[src/rtl/tccw_pkg.sv]
// Shared constants, codes and word types of the text console character writer.
// Depends on nothing; every other file of the block imports it.
package tccw_pkg;

	// Screen geometry.
	localparam int COLUMNS     = 80;
	localparam int ROWS        = 25;
	localparam int CELLS       = ROWS * COLUMNS;
	localparam int SCROLL_MOVE = CELLS - COLUMNS;
	localparam int TAB_STEP    = 4;

	// Cell address width, cursor width (holds a cursor that ran a tab past the end)
	// and column width (holds a column plus a tab step).
	localparam int AW    = $clog2(CELLS);
	localparam int CUR_W = $clog2(CELLS + TAB_STEP);
	localparam int COL_W = $clog2(COLUMNS + TAB_STEP);

	// Command queue depth.
	localparam int QDEPTH = 2;

	localparam logic [7:0] DEFAULT_COLOR_RST = 8'd15;

	// Function codes of a command word.
	localparam logic [1:0] FUNC_PUT    = 2'd0;
	localparam logic [1:0] FUNC_CLEAR  = 2'd1;
	localparam logic [1:0] FUNC_SETCUR = 2'd2;
	localparam logic [1:0] FUNC_READ   = 2'd3;

	// Control characters.
	localparam logic [7:0] CH_BACKSPACE = 8'd8;
	localparam logic [7:0] CH_TAB       = 8'd9;
	localparam logic [7:0] CH_NEWLINE   = 8'd10;
	localparam logic [7:0] CH_RETURN    = 8'd13;
	localparam logic [7:0] CH_BLANK     = 8'd32;

	// Operation classes decided by the front end.
	typedef enum logic [3:0] {
		OP_CHAR,
		OP_NEWLINE,
		OP_RETURN,
		OP_TAB,
		OP_BACKSPACE,
		OP_CLEAR,
		OP_SETCUR,
		OP_READ,
		OP_READ_NONE
	} op_t;

	typedef struct packed {
		logic [1:0]  func;
		logic [7:0]  character;
		logic [7:0]  color;
		logic [10:0] position;
	} cmd_t;

	typedef struct packed {
		logic [10:0] cursor;
		logic [15:0] cell_data;
		logic        scrolled;
	} res_t;

	// Queue entry: the classified operation with a clamped position.
	typedef struct packed {
		op_t              op;
		logic [7:0]       character;
		logic [7:0]       color;
		logic [CUR_W-1:0] position;
	} qent_t;

endpackage

[src/rtl/tccw_queue.sv]
// Short command queue between the front end and the back end.
// Depends on tccw_pkg for the entry type and the depth.
module tccw_queue import tccw_pkg::*; (
	input  logic  clk,
	input  logic  arst_n,
	input  logic  push,
	input  qent_t push_data,
	input  logic  pop,
	output qent_t head,
	output logic  valid,
	output logic  full
);

	localparam int QPW = (QDEPTH > 1) ? $clog2(QDEPTH) : 1;
	localparam int QCW = $clog2(QDEPTH + 1);

	qent_t            slot_q [QDEPTH];
	logic [QPW-1:0]   wr_ptr_q;
	logic [QPW-1:0]   rd_ptr_q;
	logic [QCW-1:0]   cnt_q;

	assign head  = slot_q[rd_ptr_q];
	assign valid = (cnt_q != '0);
	assign full  = (cnt_q == QCW'(QDEPTH));

	always_ff @(posedge clk) begin
		if (push) begin
			slot_q[wr_ptr_q] <= push_data;
		end
	end

	always_ff @(posedge clk or negedge arst_n) begin
		if (!arst_n) begin
			wr_ptr_q <= '0;
			rd_ptr_q <= '0;
			cnt_q    <= '0;
		end else begin
			if (push) begin
				wr_ptr_q <= (wr_ptr_q == QPW'(QDEPTH - 1)) ? '0 : wr_ptr_q + 1'b1;
			end
			if (pop) begin
				rd_ptr_q <= (rd_ptr_q == QPW'(QDEPTH - 1)) ? '0 : rd_ptr_q + 1'b1;
			end
			if (push && !pop) begin
				cnt_q <= cnt_q + 1'b1;
			end else if (pop && !push) begin
				cnt_q <= cnt_q - 1'b1;
			end
		end
	end

endmodule

[config.mk]
export PLATFORM = sky130hd
export DESIGN_NAME = tccw_queue
export DESIGN_NICKNAME = d
export VERILOG_FILES = /design/src/rtl/tccw_pkg.sv /design/src/rtl/tccw_queue.sv
export SDC_FILE = /design/constraint.sdc
export NUM_CORES = 1
export LEC_CHECK = 0
export ABC_AREA = 1
export BUFFER_PORTS_ARGS = -buffer_cell sky130_fd_sc_hd__buf_2
export CORE_AREA = 2 2 56 97
export CTS_BUF_LIST = sky130_fd_sc_hd__clkbuf_8
export DETAILED_ROUTE_END_ITERATION = 7
export DIE_AREA = 0 0 58 99
export GPL_TIMING_DRIVEN = 1
export PLACE_DENSITY = 0.8
export SYNTH_ARGS = -nofsm -noshare
export SYNTH_HDL_FRONTEND = slang
export SYNTH_SLANG_ARGS = --single-unit
[constraint.sdc]
create_clock -name clk -period 2.95 [get_ports clk]
set_clock_uncertainty 0.1 [all_clocks]
set_input_delay 0.4425 -clock clk [delete_from_list [all_inputs] [get_ports clk]]
set_output_delay 0.4425 -clock clk [all_outputs]
set_load 0.01 [all_outputs]
---- Word level (Yosys, flattened, before mapping) ----
Memory sizes are Yosys's and may differ from the RTL's.
Cells that the tools add are included.
storage, ports and cells
  word-level logic and storage cells ...... 21
  input bits .............................. 35
  latch bits .............................. 0
  memories ................................ 1
  RAM bits ................................ 62
  output and inout bits ................... 33
  register bits after elaboration ......... 4
  memory bits (read-only) ................. 0
cells by class
  multipliers ............................. 0
  div/mod/pow operators ................... 0
  equality and inequality tests ........... 1
  shift-type cells ........................ 0
  $lt $le $gt $ge ......................... 0
  $add $sub $neg .......................... 4
  reductions and logical operators ........ 6
  bitwise gates (word level) .............. 0
  muxes and demuxes ....................... 6
memories
  name    depth  bits a word  read ports  clocked after Yosys merged registers in  wr ports  line              RTL
  slot_q  2      31           1           0                                        1         tccw_queue.sv:17  qent_t slot_q [QDEPTH];
operator list
  kind                                              count
  2-to-1 mux 1 bit                                  4
  2-to-1 mux 2 bit                                  2
  nonzero test 2 bit                                2
  adder 1 bit, second input constant                2
  adder 2 x 1 -> 2 bit, second input constant       1
  equality test 2 bit, second input constant        1
  logical AND 1 bit                                 2
  zero test 1 bit                                   2
  subtractor 2 x 1 -> 2 bit, second input constant  1

---- Longest topological paths before layout ----
Gate-level depths: netlist (run 1).
  depth in word-level cells ............... 4
  depth in mapped cells ................... 7
  gate-level depth less buffers ........... 7

---- Worst setup path before layout (run 1) ----
OpenSTA, ideal clock, no wires.
  path type ............................... input to register
  start point ............................. input port push
  end point ............................... memory slot_q[0][0] in the netlist's numbering, enable pin
  setup slack ............................. 0.640 ns
  library setup time ...................... 0.420 ns
  arrival time ............................ 1.790 ns
  stages .................................. 2
  data required time ...................... 2.430 ns
  path buffers ............................ 0
  cells stage by stage .................... inv_1 > nor2_1
on the way
  word-level cells in the longest chain between the ends .. 2
ends and longest elaborated chain
  what                                    line              RTL
  from (decl)                             tccw_queue.sv:6   input logic push,
  2-to-1 mux 1 bit                        tccw_queue.sv:27  if (push) begin
  2-to-1 mux 1 bit (not written as such)  tccw_queue.sv:28  slot_q[wr_ptr_q] <= push_data;
  to (decl)                               tccw_queue.sv:17
Every way passes these cells.

==> metrics.yaml, run 1 <==
power:
  peakVddDrop_uv: 526
  p_leak_nw: 1.32
  cellPowerDensity_nw_per_um2: 931
  power.total_w: 0.00294
clock_network:
  insertion_delay_ps: 320
  cts_buffers: 9
  post_cts_buffers: 0
  cts-resized-gates: 0
  cts_tree: "yes"
  htreeDepth: 3
  clockRootBuffer: "clkbuf_8"
  cts.path.max_buffers: 2
  clk_pin_slew_ps: 70
  cts.sinks: 66
  cts.hold.buffers_added: 1
global_routing:
  grt_pass1_wl_um: 5930
  grt-busiest-layer: "met2"
  grtUsageMet3_pct: 4.72
  grt_max_degree: 32
  grt_pass1_vias: 1317
  antenna_found_initial: 0
  globalRouteOverflowTotal: 0
  grt_use_met1_pct: 14.6
  grt_use_total_pct: 14.7
  gr-usage-met2_pct: 25.3
timing:
  worstMarginPinSlew_ps: 889
  slew_headroom_pct: 40.6
  final_hold_viol_count: 0
  setup_viol: 0
  period_needed_ps: 2270
  finalCritPeriodShare_pct: 77.0
  tns_ps: 0
  finalMaxSlewViolations: 0
  rsz0062_at_grt: "false"
  timing.fmax_mhz: 440
synth:
  synth_cell_types: 14
  yosys_warnings: 0
  syn_nets: 158
  yosysMostFrequentCell: "edfxtp_1"
  synth_edf_count: 62
  ys_seq_elements: 66
  syn_inst: 122
  netlist_area_um2: 2600
  ys_async_sr_fraction_pct: 6.06
  syn_avg_cell_area_um2: 21.3
  synthTopCellsByCount: "edfxtp_1 (62), mux2_4 (29), inv_1 (7), nand2_1 (6), dfrtp_1 (4)"
  synth_area_leader_cell: "edfxtp_1"
  ys_seq_area_share_pct: 75.5
  synth_ff_type: "edfxtp_1"
  synth.area.top_cells: "edfxtp_1 (72%), mux2_4 (17%), dfrtp_1 (3.9%)"
  synth_top_area_share_pct: 71.7
final_layout:
  finalNonFillerCells: 259
  drive_above_1_share_pct: 56.1
  n_antenna_cell: 0
  area_growth_pct: 21.4
  final_nets: 236
  fillers: 357
place:
  placedCellCount: 242
  dp_hpwl_um: 2670
  place.port_buffers: 67
  gp_congestion: 0.668
floorplan:
  chipWidth_um: 58
  rows: 34
  die_area_um2: 5740
  ios: 68
  core_area_um2: 4930
  die_h_um: 99
  floorplan.initialDensity_pct: 52.6
drt:
  drtAntennaViolNets: 0
  drc: 0
  drtIter0Drc: 34
  dr.pass1.iters: 3
  vias_per_cell: 4.95
  wl_per_cell_um: 15.1
  vias: 1281
  wl_um: 3900
setup_path:
  critPathBufInv: 2
  path_delay_family: "flip-flops"
  cp_data_arrival_time_ps: 1730
  worst-r2r-setup-slack_ps: 1320
  cp_slowest_stage_delay_ps: 640
  cp_cell_sequence: "buf_4 > mux2_4 > buf_2"
  startpoint_type: "register"
  critPathKind: "register to primary output"
  required_ps: 2410
  critPathCaptureType: "primary output"
  cp_max_fo: 15
  cp_slowest_cell: "dfrtp_2"
outcome:
  status: "finished clean"
run:
  cap_violations: 0
min_path:
  holdCritPathClass: "input port to register"
[worst paths after layout]
kind,from,endpoint,cells after the start
min in group asynchronous,arst_n,cnt_q[0],2
min,push_data[8],slot_q[0][8],1
max in group asynchronous,arst_n,rd_ptr_q,2
max reg2reg,wr_ptr_q,slot_q[1][5],3
min reg2reg,cnt_q[1],cnt_q[1],2
max,rd_ptr_q,head[30],3
[state kept, by name, indices dropped and copies added, names as in the netlist]
register	flops
rd_ptr_q	1
slot_q	62
wr_ptr_q	1
cnt_q	2
[layout make-up]
class	instances	area, µm²	area share, %
Sequential cell	66	1960	62.2
Multi-Input combinational cell	45	546	17.3
Timing Repair Buffer	71	368	11.7
Clock buffer	9	124	3.93
Tap cell	54	67.6	2.14
Clock inverter	7	60.1	1.90
Inverter	7	26.3	0.833
[cells in the final DEF, fill, tap and decap left out]
master / synthesis / final
bufinv_16: 0 / 1
buf_4: 0 / 3
mux2_4: 29 / 29
nand3_1: 1 / 1
xnor2_1: 1 / 1
buf_2: 0 / 67
nor2_1: 2 / 1
xor2_1: 2 / 2
nor2_4: 0 / 1
dfrtp_2: 0 / 1
mux2_2: 2 / 2
nand2_1: 6 / 6
edfxtp_1: 62 / 62
clkinvlp_4: 0 / 2
clkinv_1: 0 / 4
inv_1: 7 / 7
dfrtp_1: 4 / 3
ha_1: 1 / 1
clkbuf_8: 0 / 9
dlygate4sd3_1: 0 / 1
nand4_1: 1 / 1
[per-stage QoR]
stage	setup slack (ps)	area [µm²]	hold slack, ps	util (%)
detailed placement	996	2960	157	60.0
floorplan	640	2600	46.9	-
global route	601	3150	186	63.9
CTS	629	3150	180	63.9
finish	677	3150	200	63.9
global placement	1020	2960	158	60.0
[worst reg2reg max path, stage by stage (launching register included)]
cell and delay (ps):
dfrtp_1 420, nand2_1 70, inv_1 330, buf_4 390
[kinds of logic (layout without fill, tap and decap cells)]
logic type,count (synthesis),after routing,synth area share [%]
buffers and inverters,11,94,3.76
xor gates and xnor gates,3,3,1.01
muxes,31,31,17.6
and+or+nand+nor,10,10,1.59
DFF,66,66,75.5
adders and majority gates,1,1,0.482
[routing by layer]
layer  vias up  routed length [µm]
met2        45                2140
met1       613                1390
li1        614                   -
met4         0                 123
met3         9                 248
met5         -                   0
[report_power, final]
group | leakage (nW) | total (W) | internal, W | switching [W]
sequential | 0.628 | 0.00136 | 0.00125 | 0.000108
combinational | 0.608 | 0.000895 | 0.000485 | 0.000410
clock | 0.0854 | 0.000683 | 0.000378 | 0.000305
No activity file was read; power rests on OpenSTA's default activity.
==> inputs of run 2 (changes only) <==
Settings changed: CORE_AREA 2 2 56 97 to 2 2 59 102, DIE_AREA 0 0 58 99 to 0 0 61 104, PLACE_DENSITY 0.8 to 0.76.
Clock period 2.95 ns to 1.9 ns, I/O delays scaled along.
==> run 2 against run 1 <==
  * Non-clock buffer count is 2 higher
  * Count of clock-buffer cells in the layout stayed put
  * Register-to-register slack worse by 850 ps
  * Hold slack worse by 150 ps
  * Sequential cell count stayed put
  * Highest routed layer unchanged
  * Cell count is 8.9% higher
  * Sequential share of layout area is 1.2 points lower
  * Clock power is 51% higher
  * Utilization is 5.9 points lower
  * Design area is 1.9% higher
==> metrics.yaml, run 2 (same netlist as run 1, synthesis figures left out) <==
setup_path:
  cp_data_arrival_time_ps: 1390  # was 1730 ps
  critPathCaptureType: "primary output"  # unchanged
  critPathBufInv: 2  # unchanged
  cp_cell_sequence: "buf_6 > mux2_4 > buf_2"  # was buf_4 > mux2_4 > buf_2
  cp_slowest_cell: "dfrtp_2"  # unchanged
  cp_slowest_stage_delay_ps: 390  # was 640 ps
  required_ps: 1510  # was 2410 ps
  cp_max_fo: 14  # was 15
  critPathKind: "register to primary output"  # unchanged
  path_delay_family: "flip-flops"  # unchanged
  startpoint_type: "register"  # unchanged
final_layout:
  area_growth_pct: 23.8  # was 21.4%
  finalNonFillerCells: 282  # was 259
  layout_commonest_cell: "buf_2"  # unchanged
  layout.cells.most_common_list: "buf_2 (67), edfxtp_1 (62), mux2_4 (29)"  # unchanged
  n_antenna_cell: 0  # unchanged
  fillers: 445  # was 357
  reg.largest.list: "slot_q (62), cnt_q (2)"  # unchanged
  drive_above_1_share_pct: 56.3  # was 56.1%
  largest_register_ffs: 62  # unchanged
  largest_register: "slot_q"  # unchanged
  final_nets: 238  # was 236
drt:
  drtIter0Drc: 49  # was 34
  wl_um: 3870  # was 3900 µm
  drtAntennaViolNets: 0  # unchanged
  vias_per_cell: 4.54  # was 4.95
  dr.pass1.iters: 4  # was 3
  wl_per_cell_um: 13.7  # was 15.1 µm
  drc: 0  # unchanged
  vias: 1279  # was 1281
place:
  gp_congestion: 0.621  # was 0.668
  placedCellCount: 266  # was 242
  dp_hpwl_um: 2740  # was 2670 µm
  place.port_buffers: 67  # unchanged
run:
  cap_violations: 0  # unchanged
timing:
  hold-worst-slack_ps: 48.7  # was 200 ps
  worstMarginPinSlew_ps: 369  # was 889 ps
  timing.fmax_mhz: 563
  slew_headroom_pct: 75.4  # was 40.6%
  rsz0062_at_grt: "false"  # unchanged
  setup_viol: 0  # unchanged
  finalCritPeriodShare_pct: 93.5
  final_hold_viol_count: 0  # unchanged
  tns_ps: 0  # unchanged
  finalMaxSlewViolations: 0  # unchanged
  period_needed_ps: 1780
clock_network:
  insertion_delay_ps: 310  # was 320 ps
  clockRootBuffer: "clkbuf_8"  # unchanged
  cts.path.max_buffers: 2  # unchanged
  cts_tree: "yes"  # unchanged
  cts.sinks: 66  # unchanged
  cts_buffers: 9  # unchanged
  htreeDepth: 3  # unchanged
  clk_pin_slew_ps: 70  # about the same
floorplan:
  floorplan.initialDensity_pct: 46.9  # was 52.6%
  die_area_um2: 6340  # was 5740 µm²
  core_area_um2: 5540  # was 4930 µm²
  ios: 68  # unchanged
  die_h_um: 104  # was 99 µm
  rows: 36  # was 34
  chipWidth_um: 61  # was 58 µm
power:
  p_leak_nw: 1.35  # was 1.32 nW
  power.total_w: 0.00460  # was 0.00294 W
  peakVddDrop_uv: 923  # was 526 µV
  cellPowerDensity_nw_per_um2: 1430  # was 931 nW/µm²
min_path:
  holdCritPathClass: "input port to register"  # unchanged
outcome:
  status: "finished clean"  # unchanged
global_routing:
  grt_pass1_wl_um: 6120  # was 5930 µm
  grt_use_total_pct: 13.5  # was 14.7%
  grt_max_degree: 25  # was 32
  antenna_found_initial: 0  # unchanged
  globalRouteOverflowTotal: 0  # unchanged
  grt_pass1_vias: 1320  # was 1317
==> run 2: changes by cell type in the layout (fill, tap and decap cells not counted), sizes merged <==
cell | previous run | this run
inv | 7 | 8
clkinvlp | 2 | 0
buf | 70 | 72
==> run 2: worst paths after layout <==
kind	slack, ps	from	endpoint	cells past startpoint
worst max-delay path	120	rd_ptr_q	head[2]	3
worst min-delay path	50	push_data[1]	slot_q[0][1]	1
worst max register to register	470	wr_ptr_q	slot_q[1][0]	3
worst min register to register	380	cnt_q[1]	cnt_q[1]	2
max in group asynchronous	1370	arst_n	rd_ptr_q	2
min in group asynchronous	200	arst_n	rd_ptr_q	2
==> run 2: repair_timing <==
item / in CTS / in global routing
hold endpoints to repair: 4 / 0
setup endpoints to repair: 0 / 9
hold buffers: 1 / 0
buffers inserted: 0 / 0
gates resized for setup: 0 / 1
==> run 2: layout make-up <==
cell class                 instances  area, µm²  area share (%)
tap                               76       95.1            2.96
clock buffer                       9        124            3.85
timing repair buffer              73        412            12.8
clock inverter                     6       50.0            1.56
sequential                        66       1960            61.1
inverter                           7       26.3           0.817
multi-input combinational         45        546            17.0
==> run 2: per-stage QoR <==
stage	area, µm²	worst slack, ps	utilization, %
finish	3220	123	58.0
global placement	3030	394	54.7
global route	3220	55.9	58.0
floorplan	2600	163	-
detailed placement	3030	394	54.7
CTS	3210	32.8	58.0
==> run 2: metal layers <==
metal | routed length (µm) | share of wire (%) | vias to the layer above | global-route usage (%)
li1 | - | - | 621 | -
met1 | 1470 | 38 | 601 | 14.7
met2 | 2110 | 55 | 55 | 22.1
met3 | 263 | 6.8 | 2 | 5.97
met4 | 20 | 0.52 | 0 | 5.59
met5 | 0 | 0 | - | 0
==> run 2: report_power, final <==
group / switching [W] / internal [W] / total (W)
clock: 0.000452 / 0.000578 / 0.00103
sequential: 0.000103 / 0.00194 / 0.00204
combinational: 0.000710 / 0.000818 / 0.00153
total: 0.00126 / 0.00333 / 0.00460
