--- src/rtl/tccw_pkg.sv ---
// Shared constants, codes and word types of the text console character writer.
// Depends on nothing; every other file of the block imports it.
package tccw_pkg;

	// Screen geometry.
	localparam int COLUMNS     = 80;
	localparam int ROWS        = 25;
	localparam int CELLS       = ROWS * COLUMNS;
	localparam int SCROLL_MOVE = CELLS - COLUMNS;
	localparam int TAB_STEP    = 4;

	// Cell address width, cursor width (holds a cursor that ran a tab past the end)
	// and column width (holds a column plus a tab step).
	localparam int AW    = $clog2(CELLS);
	localparam int CUR_W = $clog2(CELLS + TAB_STEP);
	localparam int COL_W = $clog2(COLUMNS + TAB_STEP);

	// Command queue depth.
	localparam int QDEPTH = 2;

	localparam logic [7:0] DEFAULT_COLOR_RST = 8'd15;

	// Function codes of a command word.
	localparam logic [1:0] FUNC_PUT    = 2'd0;
	localparam logic [1:0] FUNC_CLEAR  = 2'd1;
	localparam logic [1:0] FUNC_SETCUR = 2'd2;
	localparam logic [1:0] FUNC_READ   = 2'd3;

	// Control characters.
	localparam logic [7:0] CH_BACKSPACE = 8'd8;
	localparam logic [7:0] CH_TAB       = 8'd9;
	localparam logic [7:0] CH_NEWLINE   = 8'd10;
	localparam logic [7:0] CH_RETURN    = 8'd13;
	localparam logic [7:0] CH_BLANK     = 8'd32;

	// Operation classes decided by the front end.
	typedef enum logic [3:0] {
		OP_CHAR,
		OP_NEWLINE,
		OP_RETURN,
		OP_TAB,
		OP_BACKSPACE,
		OP_CLEAR,
		OP_SETCUR,
		OP_READ,
		OP_READ_NONE
	} op_t;

	typedef struct packed {
		logic [1:0]  func;
		logic [7:0]  character;
		logic [7:0]  color;
		logic [10:0] position;
	} cmd_t;

	typedef struct packed {
		logic [10:0] cursor;
		logic [15:0] cell_data;
		logic        scrolled;
	} res_t;

	// Queue entry: the classified operation with a clamped position.
	typedef struct packed {
		op_t              op;
		logic [7:0]       character;
		logic [7:0]       color;
		logic [CUR_W-1:0] position;
	} qent_t;

endpackage

--- src/rtl/tccw_front.sv ---
// Front end: accepts command words and classifies them into queue entries.
// Depends on tccw_pkg.
module tccw_front import tccw_pkg::*; (
	input  logic  start,
	output logic  busy,
	input  cmd_t  cmd,
	input  logic  init_busy,
	input  logic  q_full,
	output logic  push,
	output qent_t entry
);

	assign busy = init_busy || q_full;
	assign push = start && !busy;

	always_comb begin
		entry.character = cmd.character;
		entry.color     = cmd.color;
		// Set cursor saturates to the last cell.
		if (32'(cmd.position) < CELLS) begin
			entry.position = CUR_W'(cmd.position);
		end else begin
			entry.position = CUR_W'(CELLS - 1);
		end
		case (cmd.func)
			FUNC_PUT: begin
				case (cmd.character)
					CH_NEWLINE:   entry.op = OP_NEWLINE;
					CH_RETURN:    entry.op = OP_RETURN;
					CH_TAB:       entry.op = OP_TAB;
					CH_BACKSPACE: entry.op = OP_BACKSPACE;
					default:      entry.op = OP_CHAR;
				endcase
			end
			FUNC_CLEAR:  entry.op = OP_CLEAR;
			FUNC_SETCUR: entry.op = OP_SETCUR;
			FUNC_READ: begin
				// A read beyond the screen returns zero and touches nothing.
				entry.op = (32'(cmd.position) < CELLS) ? OP_READ : OP_READ_NONE;
			end
			default: entry.op = OP_READ_NONE;
		endcase
	end

endmodule

--- config.mk ---
export PLATFORM = sky130hd
export DESIGN_NAME = tccw_front
export DESIGN_NICKNAME = d
export VERILOG_FILES = /design/src/rtl/tccw_pkg.sv /design/src/rtl/tccw_front.sv
export SDC_FILE = /design/constraint.sdc
export NUM_CORES = 1
export LEC_CHECK = 0
export ABC_AREA = 1
export BUFFER_PORTS_ARGS = -buffer_cell sky130_fd_sc_hd__buf_4
export CAP_MARGIN = 20
export CORE_MARGIN = 3
export CORE_UTILIZATION = 29
export DETAILED_ROUTE_END_ITERATION = 8
export PLACE_DENSITY = 0.85
export SYNTH_ARGS = -nofsm -noshare
export SYNTH_HDL_FRONTEND = slang
export SYNTH_SLANG_ARGS = --single-unit
--- constraint.sdc ---
create_clock -name vclk -period 0.8
set_input_delay 0.08 -clock vclk [all_inputs]
set_output_delay 0.08 -clock vclk [all_outputs]
set_load 0.02 [all_outputs]
### Word level (Yosys, flattened, before mapping)

Cells that the tools add are included.

* bits of input ports: 32
* output and inout bits: 33
* logic and storage cells: 16
* bits in registers: 0

* magnitude comparators: 1
* multiplexer cells: 4
* equal/unequal tests: 7
* reduce and logical (&&, ||, !) cells: 4

Operators by type and width (number)
* $eq A8 B4 Y1 const B: 4
* $pmux W4 S4: 1
* $pmux W3 S4: 1
* $lt A11 B11 Y1 const B: 1
* $mux W11: 1
* $eq A2 B2 Y1 const B: 2
* $mux W4: 1
* $eq A2 B1 Y1 const B: 1
* $logic_not A2 Y1: 1
* $logic_and A1 B1 Y1: 1
* $logic_not A1 Y1: 1
* $logic_or A1 B1 Y1: 1

### Depth between registers and ports, before layout

Gate-level depths: netlist of the first run.

* depth after elaboration: 3
* mapped depth: 6
* mapped depth without buffers: 6

### Worst setup path before layout of the first run

Ideal clock, no wire load.

* path type: in2out
* start: input cmd[5] (netlist name)
* end: output entry[4] (netlist name)
* setup slack: -0.051 ns
* path buffers: 0
* arrival time: 0.771 ns
* cell stages on the path: 3
* required time: 0.720 ns
* cells stage by stage: nor2_2 nor2_4 a21boi_0

RTL lines
* start, declared: line tccw_front.sv:6 `input cmd_t cmd,`
* end, declared: line tccw_front.sv:10 `output qent_t entry`

==> qor.csv, run 1 <==
metric,value,unit
outcome,finished with violations,
failing checks,setup timing,
I/O pin total,65,
DRC errors left,0,
crit share post-route,1.10,
Mapped Cells,71,
area growth from synthesis to layout,115,%
seq_cells,0,
post-synthesis cell type count,13,
clkbuf count,0,
type of origin of the critical path,primary input,
synthesized area,384,um2
diode count,0,
Mapped Nets,103,
P_leak,0.000459,uW
register area share after synthesis,0,
crit end category,primary output,
final critical-path required period,0.883,ns
critical path class,primary input to primary output,
share of layout cells above drive strength 1,0.729,
DR vias,533,
worst vdd ir,0.318,mV
overall routing resource usage,0.120,
core box area,1170,um2
Worst Max-Slew Pin Slew,0.177,ns
Slew headroom,0.882,
WP data arrival,0.80,ns
Initial Utilization,0.328,
drt total wl,1320,um
Die W,42.4,um
Routed Antenna Nets,0,
YS warnings,0,
pre-CTS setup slack,-0.122,ns
Fin Hold WS,0.160,ns
slowest CP cell,nor2_4,
count of pins over their slew limit,0,
Final Setup Violations,4,
syn_area_per_cell,5.41,um2
drt first pass iters,3,
row count,12,
crit-path cells,"buf_8, nand2_4, nor2_4, nand2_4, nor2_4, nor2_1, buf_4",
# nets final,141,
final setup margin,-0.0833,ns
Critical Path Start,cmd[9],
vias in the first global route,480,
PwrDens,574,nW/um2
die height,42.4,um
worst hold path cell count,0,
register area,0,um2
HP Start,cmd[16],
post-DR wirelength/cell,10.9,um
# fillers,101,
Vias/cell,4.40,
Multi-input gate area,279,um2
"Req. time, crit path",0.72,ns
final hold viol count,0,
Final HPWL DP,1050,um
fmax,1130,MHz
initial antenna violation count,0,
first-pass GRT wire length,1840,um
Final Util,0.705,
global placement routability congestion,0.633,
maxcap violations,0,
crit path max fanout,5,
port bufs,49,
total grt overflow,0,
Initial DRC Count,2,
die footprint,1800,um2
Worst Hold Endpoint,entry[16],
CP max stage delay,0.18,ns
RSZ-0062 raised after global routing,yes,
largest net degree at the start of global routing,6,
Total Power Consumption,474,uW
Hold Path Class,primary input to primary output,
CTS Hold Bufs,0,
logic make-up (layout without fill, tap and decap cells):
family                 after synthesis  in the layout  share of synthesized area
and+or+nand+nor                     37             37                      0.479
buffers and inverters               31             67                      0.459
AOI/OAI and AO/OA                    3              3                     0.0619
power breakdown:
part | switching [uW] | internal [uW] | total (uW)
logic | 222 | 252 | 474
clock network | 0 | 0 | 0
registers | 0 | 0 | 0
how the worst max path moves through the flow:
stage / slack (ns) / cells after the start / to
finish: -0.08 / 7 / entry[29]
global route: -0.14 / 7 / entry[29]
CTS: -0.07 / 7 / entry[29]
detailed placement: -0.12 / 7 / entry[29]
global placement: -0.09 / 7 / entry[29]
floorplan: -0.05 / 3 / entry[4]
metal layers:
metal  share of wire  routed length (um)  GRT usage  up-vias
li1                -                   -          -      261
met1            0.29                 380      0.138      242
met2            0.57                 752      0.228       28
met3            0.14                 179     0.0300        2
met4          0.0038                   5    0.00621        0
met5               0                   0          0        -
critical path, delay by kind of cell:
| kind | cells | cell delay, ns |
|---|---|---|
| simple gates | 5 | 0.50 |
| buf+inv | 2 | 0.23 |
cells in the mapped netlist:
master / n / area, um2
or2_4: 1 / 8.76
nand3_1: 4 / 20.0
buf_4: 16 / 120
nand2_1: 16 / 60.1
nor2_1: 10 / 37.5
nor2_4: 3 / 33.8
a21oi_2: 1 / 8.76
inv_1: 10 / 37.5
a21boi_0: 2 / 15.0
or2_2: 1 / 6.26
nor2_2: 1 / 6.26
nand2_4: 1 / 11.3
clkbuf_1: 5 / 18.8
metrics by stage:
step	setup TNS [ns]	instance area, um2	cells
floorplan	-0.102	387	71
global route	-0.417	826	121
detailed placement	-0.356	693	121
finish	-0.220	826	121
CTS	-0.183	726	121
global placement	-0.247	693	121
timing repair:
| action | 4_1_cts | 5_1_grt |
|---|---|---|
| pin swaps | 3 | 13 |
| resized for setup | 12 | 27 |
| buffers inserted | 0 | 0 |
| hold endpoints to repair | 0 | 0 |
| endpoints found under the setup margin | 6 | 11 |
final cells by class:
class	count	area share
repair buffers	57	0.595
well taps	14	0.0212
multi-input cells	40	0.338
inverters	10	0.0455
placed cells by master (no fill, tap or decap), drive strengths merged:
cell type / instances
nand3: 4
nor2: 14
buf: 57
or2: 2
inv: 10
a21oi: 1
nand2: 17
a21boi: 2
Note: power is estimated with default switching activity, not from simulation.
==> run 2, diff against run 1 <==
BUFFER_PORTS_ARGS = -buffer_cell sky130_fd_sc_hd__clkbuf_2   (was -buffer_cell sky130_fd_sc_hd__buf_4)
SKIP_LAST_GASP = 1   (was unset)
==> run 2 against run 1 <==
The run still ends with setup timing left. Highest routed layer unchanged. Core utilization fell by 8.5 points. Largest power group unchanged. Via count rose by 2.1%. Wire length is 1.3% higher. Final cell count is 0.83% higher. Clock-buffer cell count stayed put. Final area fell by 12%.
==> qor.csv, run 2 (synthesis results as in run 1) <==
metric,value,unit,change
crit share post-route,1.10,,-0.00684
row count,12,,unchanged
die height,42.4,um,unchanged
# nets final,142,,+0.71%
P_leak,0.000432,uW,-5.9%
type of origin of the critical path,primary input,,
RSZ-0062 raised after global routing,yes,,
placed cells,121,,unchanged
Clk pwr share,0,,unchanged
PwrDens,575,nW/um2,+0.33%
core box area,1170,um2,unchanged
first-pass GRT wire length,1710,um,-6.8%
fmax,1140,MHz,+0.62%
port bufs,49,,unchanged
Hold Path Class,primary input to primary output,,
most frequent cells in the layout,"30 x clkbuf_2, 16 x buf_4, 12 x nand2_1",,
post-DR wirelength/cell,10.9,um,+0.46%
Worst Max-Slew Pin Slew,0.171,ns,-0.00612 ns
Sw Pwr,219,uW,-1.1%
failing checks,setup timing,,
Routed Antenna Nets,0,,unchanged
outcome,finished with violations,,
largest net degree at the start of global routing,6,,unchanged
Sw Ratio,0.526,,+0.0569
die footprint,1800,um2,unchanged
setup TNS,-0.332,ns,-0.112 ns
Logic pwr share,1.000,,about the same
count of pins over their slew limit,0,,unchanged
WP data arrival,0.80,ns,about the same
diode count,0,,unchanged
drt first pass iters,2,,-1
crit path max fanout,3,,-2
crit end category,primary output,,
crit-path cells,"buf_6, or2_4, a21oi_2, nand2_1, nand2_1, clkbuf_8",,
drt total wl,1340,um,+1.3%
maxcap violations,0,,unchanged
clkbuf count,0,,unchanged
pre-CTS setup slack,-0.0882,ns,+0.0336 ns
Initial DRC Count,3,,+1
DR vias,544,,+2.1%
area growth from synthesis to layout,88.9,%,
"commonest non-fill, non-tap cell in the layout",clkbuf_2,,
total grt overflow,0,,unchanged
slowest CP cell,or2_4,,
"most used cell, CP",nand2_1,,
Die W,42.4,um,unchanged
Final HPWL DP,996,um,-5.3%
CP max stage delay,0.26,ns,+0.08 ns
Seq pwr share,0,,unchanged
Slew headroom,0.886,,+0.00409
share of layout cells above drive strength 1,0.741,,+0.0118
"Req. time, crit path",0.72,ns,about the same
final setup margin,-0.0778,ns,+0.00547 ns
Vias/cell,4.46,,+1.2%
fin cells,122,,+0.83%
global placement routability congestion,0.672,,+6.2%
seq_cells,0,,unchanged
I/O pin total,65,,unchanged
Final Setup Violations,6,,+2
Initial Utilization,0.328,,unchanged
overall routing resource usage,0.112,,-0.00781
vias in the first global route,470,,-2.1%
register area,0,um2,unchanged
Int Pwr,198,uW,-21%
critical path class,primary input to primary output,,
worst vdd ir,0.251,mV,-21%
Total Power Consumption,418,uW,-12%
final critical-path required period,0.878,ns,-0.00547 ns
DRC errors left,0,,unchanged
initial antenna violation count,0,,unchanged
final hold viol count,0,,unchanged
-- run 2: repair_timing --
action | 4_1_cts | 5_1_grt
cloned | 0 | 0
pin swaps | 2 | 13
hold buffers | 0 | 0
resized for setup | 17 | 33
endpoints found under the hold margin | 0 | 0
endpoints found under the setup margin | 10 | 11
buffers inserted | 0 | 1
-- run 2: worst max-delay path, delay by kind of cell --
| family | cells | cell delay, ns |
|---|---|---|
| AOI/OAI and AO/OA | 1 | 0.10 |
| buffers and inverters | 2 | 0.23 |
| and+or+nand+nor | 3 | 0.39 |
-- run 2: metal layers --
layer / vias up / global-route usage / part of all wire
met2: 30 / 0.249 / 0.61
li1: 268 / - / -
met4: 0 / 0.00621 / 0.015
met1: 242 / 0.110 / 0.27
met3: 4 / 0.00858 / 0.10
met5: - / 0 / 0
-- run 2: worst paths after layout --
kind    start   endpoint  slack, ns  depth (start not counted)
max   cmd[28]  entry[27]      -0.08                          6
min   cmd[16]  entry[16]       0.16                          0
-- run 2: power by group through the flow --
stage	clock network (uW)	logic [uW]	registers [uW]
after global placement	0	325	0
after CTS	0	364	0
after floorplan	0	257	0
final	0	418	0
after global routing	0	447	0
after detailed placement	0	333	0
-- run 2: final cells by class --
type	instances	area (um2)
Inverter	10	37.5
Multi-Input combinational cell	40	265
Tap cell	14	17.5
Timing Repair Buffer	58	405
Fill cell	103	445
-- run 2: metrics by stage --
step	area [um2]	hold WS [ns]	util
after global placement	571	0.160	0.487
after CTS	628	0.160	0.536
after floorplan	387	0.266	-
after detailed placement	571	0.160	0.487
final	726	0.160	0.620
after global routing	726	0.160	0.620
==> run 3, diff against run 2 <==
==> constraint.sdc (replaced) <==
create_clock -name vclk -period 0.8
set_input_delay 0.12 -clock vclk [all_inputs]
set_output_delay 0.12 -clock vclk [all_outputs]
set_load 0.02 [all_outputs]
==> run 3 against run 2 <==
The flow still finishes with violations (setup timing). Non-clock buffer count shrank 3. Via count shrank 1.3%. Critical path depth is the same. Clock-buffer cell count did not move. Worst hold slack better by 0.080 ns. Global-route usage up 0.61 points. Sequential cell count is the same. Core utilization rose by 2.6 points. Die area did not move. Final area increased by 4.1%. Combinational power grew 5%. Critical endpoint is now entry[28].
==> qor.csv, run 3 (synthesis results as in run 1) <==
metric,value,unit,change
DRC errors left,0,,unchanged
crit share post-route,1.29,,+0.197
area growth from synthesis to layout,96.7,%,
Logic pwr share,1.000,,about the same
RSZ-0062 raised after global routing,yes,,
diode count,0,,unchanged
fmax,966,MHz,-15%
post-DR wirelength/cell,13.1,um,+19%
Vias/cell,4.51,,+1.2%
pre-CTS setup slack,-0.193,ns,-0.105 ns
Final HPWL DP,1000,um,+0.34%
clkbuf count,0,,unchanged
first-pass GRT wire length,1800,um,+5.2%
setup TNS,-1.58,ns,-1.24 ns
total grt overflow,0,,unchanged
Int Pwr,207,uW,+4.5%
grt met1 use,0.128,,+0.0175
initial antenna violation count,0,,unchanged
Seq pwr share,0,,unchanged
row count,12,,unchanged
Sw Ratio,0.526,,about the same
Worst Max-Slew Pin Slew,0.190,ns,+0.0194 ns
I/O pin total,65,,unchanged
Clk pwr share,0,,unchanged
Fin Hold WS,0.240,ns,+0.0800 ns
drt first pass iters,4,,+2
critical path class,primary input to primary output,,
PwrDens,578,nW/um2,+0.38%
most frequent cells in the layout,"30 x clkbuf_2, 10 x nand2_1, 9 x inv_1, 9 x buf_4, 7 x buf_8",,
# nets final,139,,-2.1%
Most Crowded Layer GR,met2,,
final design instance area without fill,756,um2,+4.1%
Sw Pwr,230,uW,+4.6%
Hold Path Class,primary input to primary output,,
final critical-path required period,1.04,ns,+0.158 ns
final setup margin,-0.235,ns,-0.158 ns
Initial Utilization,0.328,,unchanged
global routing usage on met3,0.0129,,+0.00429
largest net degree at the start of global routing,6,,unchanged
die footprint,1800,um2,unchanged
share of layout cells above drive strength 1,0.714,,-0.0265
register area,0,um2,unchanged
die height,42.4,um,unchanged
crit path max fanout,3,,unchanged
DR vias,537,,-1.3%
Final Setup Violations,10,,+4
seq_cells,0,,unchanged
"Req. time, crit path",0.68,ns,-0.04 ns
global placement routability congestion,0.642,,-4.5%
Routed Antenna Nets,0,,unchanged
overall routing resource usage,0.118,,+0.00607
worst vdd ir,0.328,mV,+31%
fin cells,119,,-2.5%
WP data arrival,0.92,ns,+0.12 ns
type of origin of the critical path,primary input,,
Initial DRC Count,5,,+2
vias in the first global route,462,,-1.7%
maxcap violations,0,,unchanged
"commonest non-fill, non-tap cell in the layout",clkbuf_2,,
drt total wl,1550,um,+16%
port bufs,49,,unchanged
placed cells,116,,-4.1%
crit end category,primary output,,
placed inst area,541,um2,-5.3%
core box area,1170,um2,unchanged
met2 usage,0.249,,unchanged
count of pins over their slew limit,0,,unchanged
final hold viol count,0,,unchanged
P_leak,0.000436,uW,+0.92%
failing checks,setup timing,,
Die W,42.4,um,unchanged
outcome,finished with violations,,
Slew headroom,0.873,,-0.0130
[run 3: metal layers]
layer | vias to the layer above | wire [um]
met1 | 237 | 544
met4 | 0 | 15
met3 | 2 | 188
li1 | 261 | -
met5 | - | 0
met2 | 37 | 804
[run 3: critical path, stage by stage]
cell,delay [ns]
buf_6,0.09
or2_4,0.27
nor2_4,0.08
nand3_1,0.08
nand2_1,0.11
clkbuf_8,0.16
[run 3: final cells by class]
cell class / instances / area [um2]
Timing Repair Buffer: 55 / 432
Fill cell: 89 / 415
Multi-Input combinational cell: 40 / 269
Inverter: 10 / 37.5
Tap cell: 14 / 17.5
[run 3: path summary, 6_finish.rpt]
check / start / end / cells after the start
min: cmd[12] / entry[12] / 0
max: cmd[27] / entry[28] / 6
[run 3: power by group through the flow]
stage          Sequential, uW  Clock (uW)  Combinational (uW)
6_report                    0           0                 437
2_1_floorplan               0           0                 261
3_5_place_dp                0           0                 319
5_1_grt                     0           0                 464
4_1_cts                     0           0                 370
3_3_place_gp                0           0                 312
[run 3: timing repair]
item	CTS	global route
endpoints found under the setup margin	12	11
hold buffers	0	0
buffers inserted	0	3
gates resized for setup	29	32
pin swaps	4	15
[run 3: metrics by stage]
stage,total power (uW),utilization
after floorplan,261,-
after global placement,312,0.462
after detailed placement,319,0.462
after CTS,370,0.547
after global routing,464,0.645
final,437,0.645
